==> config.mk <==
export PLATFORM = sky130hd
export DESIGN_NAME = tilt_angles_from_acceleration
export DESIGN_NICKNAME = d
export VERILOG_FILES = /design/src/sv/tilt_pkg.sv /design/src/sv/tilt_cordic.sv /design/src/sv/tilt_isqrt.sv /design/src/sv/tilt_angles_from_acceleration.sv
export SDC_FILE = /design/constraint.sdc
export NUM_CORES = 2
export LEC_CHECK = 0
export BUFFER_PORTS_ARGS = -buffer_cell sky130_fd_sc_hd__buf_2
export CORE_ASPECT_RATIO = 0.6
export CORE_MARGIN = 1.5
export CORE_UTILIZATION = 53
export DETAILED_ROUTE_END_ITERATION = 8
export GPL_TIMING_DRIVEN = 0
export PLACE_DENSITY = 0.79
export SLEW_MARGIN = 15
export SYNTH_ARGS = -nofsm -noshare
export SYNTH_HDL_FRONTEND = slang
export SYNTH_SLANG_ARGS = --single-unit
==> constraint.sdc <==
create_clock -name clk -period 23 [get_ports clk]
set_input_delay 4.6 -clock clk [delete_from_list [all_inputs] [get_ports clk]]
set_output_delay 4.6 -clock clk [all_outputs]
set_load 0.01 [all_outputs]
==> src/sv/tilt_pkg.sv <==
// shared types, constants and the arctangent table for the tilt angle block
// no dependencies; imported by every module of the block
package tilt_pkg;

    // fraction bits of the internal angle and vector format
    localparam int INT_FRAC = 16;
    // internal angle accumulator width, holds about +-512 degrees at 2^-16 degree
    localparam int ACC_W = 26;
    // width of one arctangent table entry
    localparam int ATAN_W = 22;
    localparam int TAB_LEN = 24;
    localparam int HALF_TURN_DEG = 180;
    localparam int QUARTER_TURN_DEG = 90;

    // fixed output field widths
    localparam int ROLL_W = 16;
    localparam int PITCH_W = 15;
    localparam int OUT_DATA_W = 48;

    // handshake status of an iterative unit
    typedef struct packed {
        logic busy;
        logic done;
    } unit_status_t;

    // atan(2^-i) in degrees, scaled by 2^16
    function automatic logic [ATAN_W-1:0] atan_entry(input logic [4:0] idx);
        logic [ATAN_W-1:0] t;
        case (idx)
            5'd0:    t = 22'd2949120;
            5'd1:    t = 22'd1740967;
            5'd2:    t = 22'd919879;
            5'd3:    t = 22'd466945;
            5'd4:    t = 22'd234379;
            5'd5:    t = 22'd117305;
            5'd6:    t = 22'd58666;
            5'd7:    t = 22'd29335;
            5'd8:    t = 22'd14668;
            5'd9:    t = 22'd7334;
            5'd10:   t = 22'd3667;
            5'd11:   t = 22'd1833;
            5'd12:   t = 22'd917;
            5'd13:   t = 22'd458;
            5'd14:   t = 22'd229;
            5'd15:   t = 22'd115;
            5'd16:   t = 22'd57;
            5'd17:   t = 22'd29;
            5'd18:   t = 22'd14;
            5'd19:   t = 22'd7;
            5'd20:   t = 22'd4;
            5'd21:   t = 22'd2;
            5'd22:   t = 22'd1;
            default: t = '0;
        endcase
        return t;
    endfunction

endpackage

==> src/sv/tilt_cordic.sv <==
// vectoring cordic, one micro-rotation per cycle through a shared shift-add unit
// depends on tilt_pkg (arctangent table, accumulator width, status type)
module tilt_cordic
    import tilt_pkg::*;
#(
    parameter int W = 34,
    parameter int STEPS = 16
)
(
    input  logic                    clk,
    input  logic                    rst_n,
    input  logic                    start,
    input  logic signed [W-1:0]     init_x,
    input  logic signed [W-1:0]     init_y,
    output unit_status_t            status,
    output logic signed [ACC_W-1:0] angle
);

    localparam int CW = $clog2(STEPS);

    logic signed [W-1:0]     px_reg, px_next;
    logic signed [W-1:0]     py_reg, py_next;
    logic signed [ACC_W-1:0] acc_reg, acc_next;
    logic [CW-1:0]           count_reg;
    logic                    zero_reg;
    logic                    busy_reg;
    logic                    done_reg;

    logic signed [W-1:0]     dx;
    logic signed [W-1:0]     dy;
    logic signed [ACC_W-1:0] t;

    // one micro-rotation towards the x axis
    always_comb
    begin
        dx = py_reg >>> count_reg;
        dy = px_reg >>> count_reg;
        t  = ACC_W'(atan_entry(5'(count_reg)));
        if (!py_reg[W-1])
        begin
            px_next  = px_reg + dx;
            py_next  = py_reg - dy;
            acc_next = acc_reg + t;
        end
        else
        begin
            px_next  = px_reg - dx;
            py_next  = py_reg + dy;
            acc_next = acc_reg - t;
        end
    end

    always_ff @(posedge clk or negedge rst_n)
    begin
        if (!rst_n)
        begin
            busy_reg  <= 1'b0;
            done_reg  <= 1'b0;
            count_reg <= '0;
        end
        else if (start)
        begin
            busy_reg  <= 1'b1;
            done_reg  <= 1'b0;
            count_reg <= '0;
        end
        else if (busy_reg)
        begin
            count_reg <= count_reg + 1'b1;
            if (count_reg == CW'(STEPS - 1))
            begin
                busy_reg <= 1'b0;
                done_reg <= 1'b1;
            end
        end
    end

    always_ff @(posedge clk)
    begin
        if (start)
        begin
            px_reg   <= init_x;
            py_reg   <= init_y;
            acc_reg  <= '0;
            zero_reg <= (init_y == '0);
        end
        else if (busy_reg)
        begin
            px_reg  <= px_next;
            py_reg  <= py_next;
            acc_reg <= acc_next;
        end
    end

    // a vector on the x axis has angle zero, including the zero vector
    assign angle       = zero_reg ? '0 : acc_reg;
    assign status.busy = busy_reg;
    assign status.done = done_reg;

endmodule

==> src/sv/tilt_isqrt.sv <==
// bit-serial integer square root of a sum of squares with 16 fraction bits
// depends on tilt_pkg (fraction width, status type)
module tilt_isqrt
    import tilt_pkg::*;
#(
    parameter int SUM_W = 28
)
(
    input  logic               clk,
    input  logic               rst_n,
    input  logic               start,
    input  logic [SUM_W-1:0]   radicand,
    output unit_status_t       status,
    output logic [(SUM_W+2*INT_FRAC)/2-1:0] root
);

    localparam int RW = SUM_W + 2 * INT_FRAC;
    localparam int QW = RW / 2;
    localparam int CW = $clog2(QW);

    logic [RW-1:0]   n_reg;
    logic [QW+1:0]   rem_reg;
    logic [QW-1:0]   root_reg;
    logic [CW-1:0]   count_reg;
    logic            busy_reg;
    logic            done_reg;

    logic [QW+1:0]   rem_sh;
    logic [QW+1:0]   trial;
    logic [QW+1:0]   diff;
    logic            ge;

    // one result bit per cycle, two radicand bits brought down
    always_comb
    begin
        rem_sh = {rem_reg[QW-1:0], n_reg[RW-1:RW-2]};
        trial  = {root_reg, 2'b01};
        diff   = rem_sh - trial;
        ge     = (rem_sh >= trial);
    end

    always_ff @(posedge clk or negedge rst_n)
    begin
        if (!rst_n)
        begin
            busy_reg  <= 1'b0;
            done_reg  <= 1'b0;
            count_reg <= '0;
        end
        else if (start)
        begin
            busy_reg  <= 1'b1;
            done_reg  <= 1'b0;
            count_reg <= '0;
        end
        else if (busy_reg)
        begin
            count_reg <= count_reg + 1'b1;
            if (count_reg == CW'(QW - 1))
            begin
                busy_reg <= 1'b0;
                done_reg <= 1'b1;
            end
        end
    end

    always_ff @(posedge clk)
    begin
        if (start)
        begin
            n_reg    <= {radicand, {(2 * INT_FRAC){1'b0}}};
            rem_reg  <= '0;
            root_reg <= '0;
        end
        else if (busy_reg)
        begin
            n_reg    <= {n_reg[RW-3:0], 2'b00};
            rem_reg  <= ge ? diff : rem_sh;
            root_reg <= {root_reg[QW-2:0], ge};
        end
    end

    assign root        = root_reg;
    assign status.busy = busy_reg;
    assign status.done = done_reg;

endmodule

==> src/sv/tilt_angles_from_acceleration.sv <==
// top level of the tilt angle block: sequencer, operand folding, rounding, output beat
// depends on tilt_pkg, tilt_cordic and tilt_isqrt
//
//  channel   | direction | handshake          | payload
//  ----------+-----------+--------------------+------------------------------------------
//  s_axis    | in        | s_tvalid/s_tready  | tdata: accel_x, accel_y, accel_z; tuser: capture
//  m_axis    | out       | m_tvalid/m_tready  | tdata: roll_angle, pitch_angle, reference_roll
//
// one beat in gives one beat out, after squaring, the bit-serial square root
// (overlapped with the roll cordic pass) and then the pitch cordic pass of CORDIC_STEPS
// s_tready is high only while the sequencer is idle; a finished result sits in the output
// register, so the next beat is taken while it waits, and the sequencer holds its next
// result until the output register is free
// reset clears the sequencer, the output valid and the held reference roll
module tilt_angles_from_acceleration
    import tilt_pkg::*;
#(
    parameter int SAMPLE_BITS = 14,
    parameter int ANGLE_FRAC_BITS = 7,
    parameter int CORDIC_STEPS = 16
)
(
    input  logic                                  clk,
    input  logic                                  rst_n,
    input  logic                                  s_tvalid,
    output logic                                  s_tready,
    // accel_x, accel_y, accel_z, zero fill
    input  logic [(3*SAMPLE_BITS+7)/8*8-1:0]      s_tdata,
    // capture_reference
    input  logic [0:0]                            s_tuser,
    output logic                                  m_tvalid,
    input  logic                                  m_tready,
    // roll_angle, pitch_angle, reference_roll, zero fill
    output logic [OUT_DATA_W-1:0]                 m_tdata
);

    localparam int S     = SAMPLE_BITS;
    localparam int W     = S + INT_FRAC + 4;
    localparam int SUM_W = 2 * S;
    localparam int QW    = (SUM_W + 2 * INT_FRAC) / 2;
    localparam int SH    = INT_FRAC - ANGLE_FRAC_BITS;
    localparam logic [ACC_W-1:0] HALF      = ACC_W'(1) << (SH - 1);
    localparam logic [ACC_W-1:0] LIM_ROLL  = ACC_W'(HALF_TURN_DEG) << ANGLE_FRAC_BITS;
    localparam logic [ACC_W-1:0] LIM_PITCH = ACC_W'(QUARTER_TURN_DEG) << ANGLE_FRAC_BITS;
    localparam logic signed [ACC_W-1:0] BASE_HALF = ACC_W'(HALF_TURN_DEG) <<< INT_FRAC;

    typedef enum logic [2:0] {
        ST_IDLE,
        ST_SQUARE,
        ST_START,
        ST_ROLL,
        ST_SQRT,
        ST_PITCH,
        ST_FINISH
    } state_t;

    state_t state_reg;

    // sample registers
    logic signed [S-1:0]       x_reg, y_reg, z_reg;
    logic                      cap_reg;
    logic signed [SUM_W-1:0]   sqy_reg, sqz_reg;
    logic signed [ACC_W-1:0]   roll_acc_reg;
    logic [ROLL_W-1:0]         roll_reg;
    logic signed [ACC_W-1:0]   pitch_acc_reg;
    logic [ROLL_W-1:0]         held_ref_reg, held_ref_next;

    // output register
    logic                      m_tvalid_reg;
    logic [ROLL_W-1:0]         out_roll_reg;
    logic [PITCH_W-1:0]        out_pitch_reg;
    logic [ROLL_W-1:0]         out_ref_reg;

    // unit connections
    logic                      cordic_start;
    logic signed [W-1:0]       cordic_x, cordic_y;
    unit_status_t              cordic_status;
    logic signed [ACC_W-1:0]   cordic_angle;
    logic                      sqrt_start;
    logic [SUM_W-1:0]          sqrt_radicand;
    unit_status_t              sqrt_status;
    logic [QW-1:0]             sqrt_root;

    logic                      accept_in;
    logic                      load_out;
    logic signed [W-1:0]       zw, yw, xw;
    logic signed [ACC_W-1:0]   roll_base;
    logic [ACC_W-1:0]          pitch_rounded;

    // round from 2^-16 degree to output steps, half away from zero, then saturate
    function automatic logic [ACC_W-1:0] round_sat(input logic signed [ACC_W-1:0] a,
                                                   input logic [ACC_W-1:0] lim);
        logic [ACC_W-1:0] mag;
        logic [ACC_W-1:0] r;
        mag = a[ACC_W-1] ? ACC_W'(-a) : ACC_W'(a);
        r   = (mag + HALF) >> SH;
        if (r > lim)
        begin
            r = lim;
        end
        return a[ACC_W-1] ? ACC_W'(-r) : r;
    endfunction

    assign accept_in = s_tvalid && s_tready;
    assign s_tready  = (state_reg == ST_IDLE);
    assign load_out  = (state_reg == ST_FINISH) && (!m_tvalid_reg || m_tready);

    // operands in the internal format, 16 fraction bits
    always_comb
    begin
        zw = W'(z_reg) <<< INT_FRAC;
        yw = W'(y_reg) <<< INT_FRAC;
        xw = W'(x_reg) <<< INT_FRAC;
    end

    // left half-plane folds onto the right one, the half turn comes back as a base angle
    always_comb
    begin
        roll_base = '0;
        if (z_reg[S-1])
        begin
            roll_base = y_reg[S-1] ? -BASE_HALF : BASE_HALF;
        end
    end

    // the shared cordic runs the roll pass first, then the pitch pass
    always_comb
    begin
        cordic_start = 1'b0;
        cordic_x     = zw;
        cordic_y     = yw;
        if (state_reg == ST_START)
        begin
            cordic_start = 1'b1;
            cordic_x     = z_reg[S-1] ? -zw : zw;
            cordic_y     = z_reg[S-1] ? -yw : yw;
        end
        else if (state_reg == ST_SQRT)
        begin
            cordic_start = sqrt_status.done;
            cordic_x     = W'(sqrt_root);
            cordic_y     = xw;
        end
    end

    assign sqrt_start    = (state_reg == ST_START);
    assign sqrt_radicand = SUM_W'(sqy_reg) + SUM_W'(sqz_reg);

    tilt_cordic #(
        .W     (W),
        .STEPS (CORDIC_STEPS)
    ) u_cordic (
        .clk    (clk),
        .rst_n  (rst_n),
        .start  (cordic_start),
        .init_x (cordic_x),
        .init_y (cordic_y),
        .status (cordic_status),
        .angle  (cordic_angle)
    );

    tilt_isqrt #(
        .SUM_W (SUM_W)
    ) u_isqrt (
        .clk      (clk),
        .rst_n    (rst_n),
        .start    (sqrt_start),
        .radicand (sqrt_radicand),
        .status   (sqrt_status),
        .root     (sqrt_root)
    );

    assign pitch_rounded = round_sat(pitch_acc_reg, LIM_PITCH);
    assign held_ref_next = cap_reg ? roll_reg : held_ref_reg;

    // sequencer, held reference and output valid
    always_ff @(posedge clk or negedge rst_n)
    begin
        if (!rst_n)
        begin
            state_reg    <= ST_IDLE;
            held_ref_reg <= '0;
            m_tvalid_reg <= 1'b0;
        end
        else
        begin
            // a beat taken while the next result loads keeps valid high
            if (m_tvalid_reg && m_tready && !load_out)
            begin
                m_tvalid_reg <= 1'b0;
            end
            case (state_reg)
                ST_IDLE:
                begin
                    if (accept_in)
                    begin
                        state_reg <= ST_SQUARE;
                    end
                end
                ST_SQUARE:
                begin
                    state_reg <= ST_START;
                end
                ST_START:
                begin
                    state_reg <= ST_ROLL;
                end
                ST_ROLL:
                begin
                    if (cordic_status.done)
                    begin
                        state_reg <= ST_SQRT;
                    end
                end
                ST_SQRT:
                begin
                    if (sqrt_status.done)
                    begin
                        state_reg <= ST_PITCH;
                    end
                end
                ST_PITCH:
                begin
                    if (cordic_status.done)
                    begin
                        state_reg <= ST_FINISH;
                    end
                end
                ST_FINISH:
                begin
                    if (load_out)
                    begin
                        state_reg    <= ST_IDLE;
                        held_ref_reg <= held_ref_next;
                        m_tvalid_reg <= 1'b1;
                    end
                end
                default:
                begin
                    state_reg <= ST_IDLE;
                end
            endcase
        end
    end

    // payload registers
    always_ff @(posedge clk)
    begin
        if (accept_in)
        begin
            x_reg   <= s_tdata[S-1:0];
            y_reg   <= s_tdata[2*S-1:S];
            z_reg   <= s_tdata[3*S-1:2*S];
            cap_reg <= s_tuser[0];
        end
        if (state_reg == ST_SQUARE)
        begin
            sqy_reg <= y_reg * y_reg;
            sqz_reg <= z_reg * z_reg;
        end
        if ((state_reg == ST_ROLL) && cordic_status.done)
        begin
            roll_acc_reg <= roll_base + cordic_angle;
        end
        if (state_reg == ST_SQRT)
        begin
            roll_reg <= ROLL_W'(round_sat(roll_acc_reg, LIM_ROLL));
        end
        if ((state_reg == ST_PITCH) && cordic_status.done)
        begin
            pitch_acc_reg <= cordic_angle;
        end
        if (load_out)
        begin
            out_roll_reg  <= roll_reg;
            out_pitch_reg <= pitch_rounded[PITCH_W-1:0];
            out_ref_reg   <= held_ref_next;
        end
    end

    assign m_tvalid = m_tvalid_reg;
    assign m_tdata  = {1'b0, out_ref_reg, out_pitch_reg, out_roll_reg};

    // the sequencer takes nothing new until the current beat is through
    a_busy_after_accept: assert property (@(posedge clk) disable iff (!rst_n)
        accept_in |=> !s_tready)
        else $error("input taken while an item is in work");

    // a result only appears from the finishing step
    a_valid_from_finish: assert property (@(posedge clk) disable iff (!rst_n)
        $rose(m_tvalid) |-> $past(state_reg == ST_FINISH))
        else $error("output valid rose outside the finishing step");

    // the reference roll only moves when a result is loaded
    a_ref_on_load: assert property (@(posedge clk) disable iff (!rst_n)
        (held_ref_reg != $past(held_ref_reg)) |-> $past(load_out))
        else $error("reference roll changed without a result");

    // the pitch pass never starts before the square root has finished
    a_pitch_after_sqrt: assert property (@(posedge clk) disable iff (!rst_n)
        (cordic_start && (state_reg == ST_SQRT)) |-> !sqrt_status.busy)
        else $error("pitch pass started on an unfinished magnitude");

endmodule

==> impl_metrics.json <==
{
  "drcViolationCount": 0,
  "grt_pass1_vias": 36100,
  "crit_top_cell": "fa_1",
  "tightestPinTransition_ps": 1323,
  "synth.avg_cell_area_um2": 9.334,
  "dp_slack_ps": 13130,
  "max_freq_ghz": 0.09646,
  "grt_overflow_total": 0,
  "powerDensity_mw_per_mm2": 33.56,
  "area_growth_syn_to_layout_pct": 8.195,
  "grt_usage": 0.3158,
  "most-common-layout-cells": "inv_1, nor2_1, nand2_1",
  "worstPathRequired_ps": 23360,
  "die_w_um": 381.1,
  "multi_input_area_mm2": 0.03044,
  "finalNonFillerCells": 6199,
  "h-tree-depth": 2,
  "die_y_um": 229.8,
  "synth_ff_type": "edfxtp_1",
  "yosys_warnings": 0,
  "clockBufferDepth": 3,
  "cts_made_buffers": 47,
  "num_io_pins": 103,
  "ctsHoldBuffers": 0,
  "cts_root_buf": "clkbuf_16",
  "cts.clk_slew.worst_paths_ps": 60,
  "hold_violations": 0,
  "synth_edf_count": 309,
  "async_flop_share": 0.07710,
  "std_cell_rows": 82,
  "fillers": 7152,
  "use_met3": 0.1144,
  "critPathKind": "register to register",
  "grt_use_met2": 0.4056,
  "slew_viol_final": 0,
  "arrival_ps": 10720,
  "grt_pass1_wl_mm": 214.7,
  "routed_wl_mm": 139.3,
  "fin_skew_ps": 71.21,
  "worstHoldPathType": "register to register",
  "rsz0062_at_grt": "no",
  "setup_viol_count_final": 0,
  "synth.distinct_cells": 104,
  "via_per_inst": 6.215,
  "synth.net_count": 5588,
  "synth_seq_cells": 428,
  "p_leak_nw": 20.98,
  "status": "finished, final reports clean",
  "vias": 38530,
  "relSlewSlack": 0.1180,
  "drtAntennaViolNets": 0,
  "nets": 5743,
  "layout_commonest_cell": "inv_1",
  "crit_path_end_kind": "register",
  "start_kind": "register",
  "io_buffers": 95,
  "numPlacedInstances": 6110,
  "antenna_found_initial": 5,
  "syn_area_mm2": 0.04545,
  "start_util": 0.5396,
  "drive_above_1_share": 0.08333,
  "dieArea_mm2": 0.08759,
  "period_minus_slack_ps": 10370,
  "register_area_mm2": 0.01183,
  "finalPower_mw": 1.650,
  "coreArea_mm2": 0.08423,
  "crit_path_max_incr_delay_ps": 980,
  "first_pass_iters": 8,
  "avgRoutedWirePerCell_um": 22.48,
  "dp_hpwl_mm": 111.2,
  "max-cap-violations": 0,
  "synthCells": 4870,
  "cts_resized": 0,
  "fin_crit_sh": 0.4507,
  "vdd_drop_max_uv": 61.86,
  "clock-sinks": 428,
  "clkLatencyLatePin_ps": 650,
  "busiest_layer": "met1",
  "worstPathCellList": "clkbuf_1 -> clkbuf_1 -> buf_1 -> nand2_1 -> fa_1 -> fa_1 -> inv_1 -> fa_1 -> fa_1 -> fa_1 -> inv_1 -> fa_1 -> inv_1 -> ha_1 -> nand2_1 -> nor2_1 -> a21oi_1 -> o31ai_1 -> o41ai_1 -> nor2_1 -> a2111oi_0 -> a21oi_1 -> xnor2_1",
  "cts_tree": "done",
  "place.gp.congestion": 1.052,
  "crit_fanout": 10,
  "crit_family": "adder cells",
  "yosysSeqAreaShare": 0.2602,
  "final.setup.tns_ps": 0,
  "setup_slack_ps": 12630,
  "drtIter0Drc": 5011,
  "whs_ps": 446.6,
  "crit_slowest_cell": "edfxtp_1",
  "grt_max_degree": 55,
  "post_cts_buffers": 0,
  "path_buf_inv": 6,
  "grt_use_met1": 0.4982
}
==> metal layers <==
| metal | part of all wire | wire (um) |
|---|---|---|
| met4 | 0.017 | 2366 |
| met3 | 0.16 | 21600 |
| met2 | 0.38 | 52640 |
| met1 | 0.45 | 62690 |
| met5 | 0.00029 | 41 |
==> Yosys cell counts, types with 43 or more instances <==
| cell type | instances | area [um2] |
|---|---|---|
| mux4_2 | 76 | 1712 |
| fa_1 | 351 | 7027 |
| nand3_1 | 88 | 440.4 |
| nor3_1 | 81 | 405.4 |
| mux2i_1 | 118 | 1181 |
| clkbuf_1 | 174 | 653.1 |
| nor2_1 | 407 | 1528 |
| edfxtp_1 | 309 | 9279 |
| or3_1 | 43 | 269.0 |
| ha_1 | 314 | 3929 |
| inv_1 | 603 | 2263 |
| o21a_1 | 49 | 367.9 |
| a211oi_1 | 47 | 352.8 |
| a21o_1 | 72 | 540.5 |
| mux2_2 | 60 | 675.7 |
| xor2_1 | 122 | 1069 |
| nand2b_1 | 51 | 319.1 |
| o21ai_0 | 228 | 1141 |
| a21oi_1 | 262 | 1311 |
| nand2_1 | 368 | 1381 |
| nor2b_1 | 65 | 406.6 |
| a31oi_1 | 48 | 300.3 |
| xnor2_1 | 234 | 2049 |
| dfxtp_1 | 86 | 1722 |
| and2_1 | 78 | 488.0 |
==> per-stage QoR <==
stage                       util  cell area (um2)
after global placement    0.5621            47350
final                     0.5839            49180
after global routing      0.5838            49180
after detailed placement  0.5644            47540
after CTS                 0.5837            49170
after floorplan                -            45450
==> power by group <==
group	leakage, nW	switching, mW	internal, mW	total, mW
Sequential	3.77	0.00000000000000000769	0.818	0.818
Combinational	16.4	0.00310	0.00283	0.00595
Clock	0.797	0.370	0.457	0.827
==> cells by family (layout without fill, tap and decap cells) <==
kind of cell / after synthesis / after routing / synth area share
XOR/XNOR: 357 / 357 / 0.06895
buffers and inverters: 843 / 1037 / 0.07088
AND/OR/NAND/NOR: 1354 / 1354 / 0.1428
flip-flops: 428 / 428 / 0.2602
AO/OA/AOI/OAI: 967 / 967 / 0.1373
other: 1 / 2 / 0.00008250
multiplexers: 254 / 254 / 0.07850
adder cells (fa/ha/maj): 666 / 666 / 0.2413
==> area by class of cell <==
type / instances / share of cell area
tap: 1134 / 0.02885
clock buffer: 55 / 0.02562
timing repair buffer: 106 / 0.01290
sequential: 428 / 0.2405
multi-input combinational: 3599 / 0.6190
buffer: 229 / 0.01872
antenna: 1 / 0.00005088
inverter: 614 / 0.04686
clock inverter: 33 / 0.007531
==> path summary, 6_finish.rpt <==
kind / start / end / slack, ps / cells after the start
worst min-delay path: roll_reg[10] / out_roll_reg[10] / 450 / 0
worst min register to register: roll_reg[10] / out_roll_reg[10] / 450 / 0
worst max-delay path: z_reg[13] / sqz_reg[27] / 12630 / 23
worst max register to register: z_reg[13] / sqz_reg[27] / 12630 / 23
max in group asynchronous: rst_n / u_isqrt.count_reg[4] / 18130 / 1
min in group asynchronous: rst_n / held_ref_reg[13] / 4170 / 1
(Power assumes the default switching activity.)
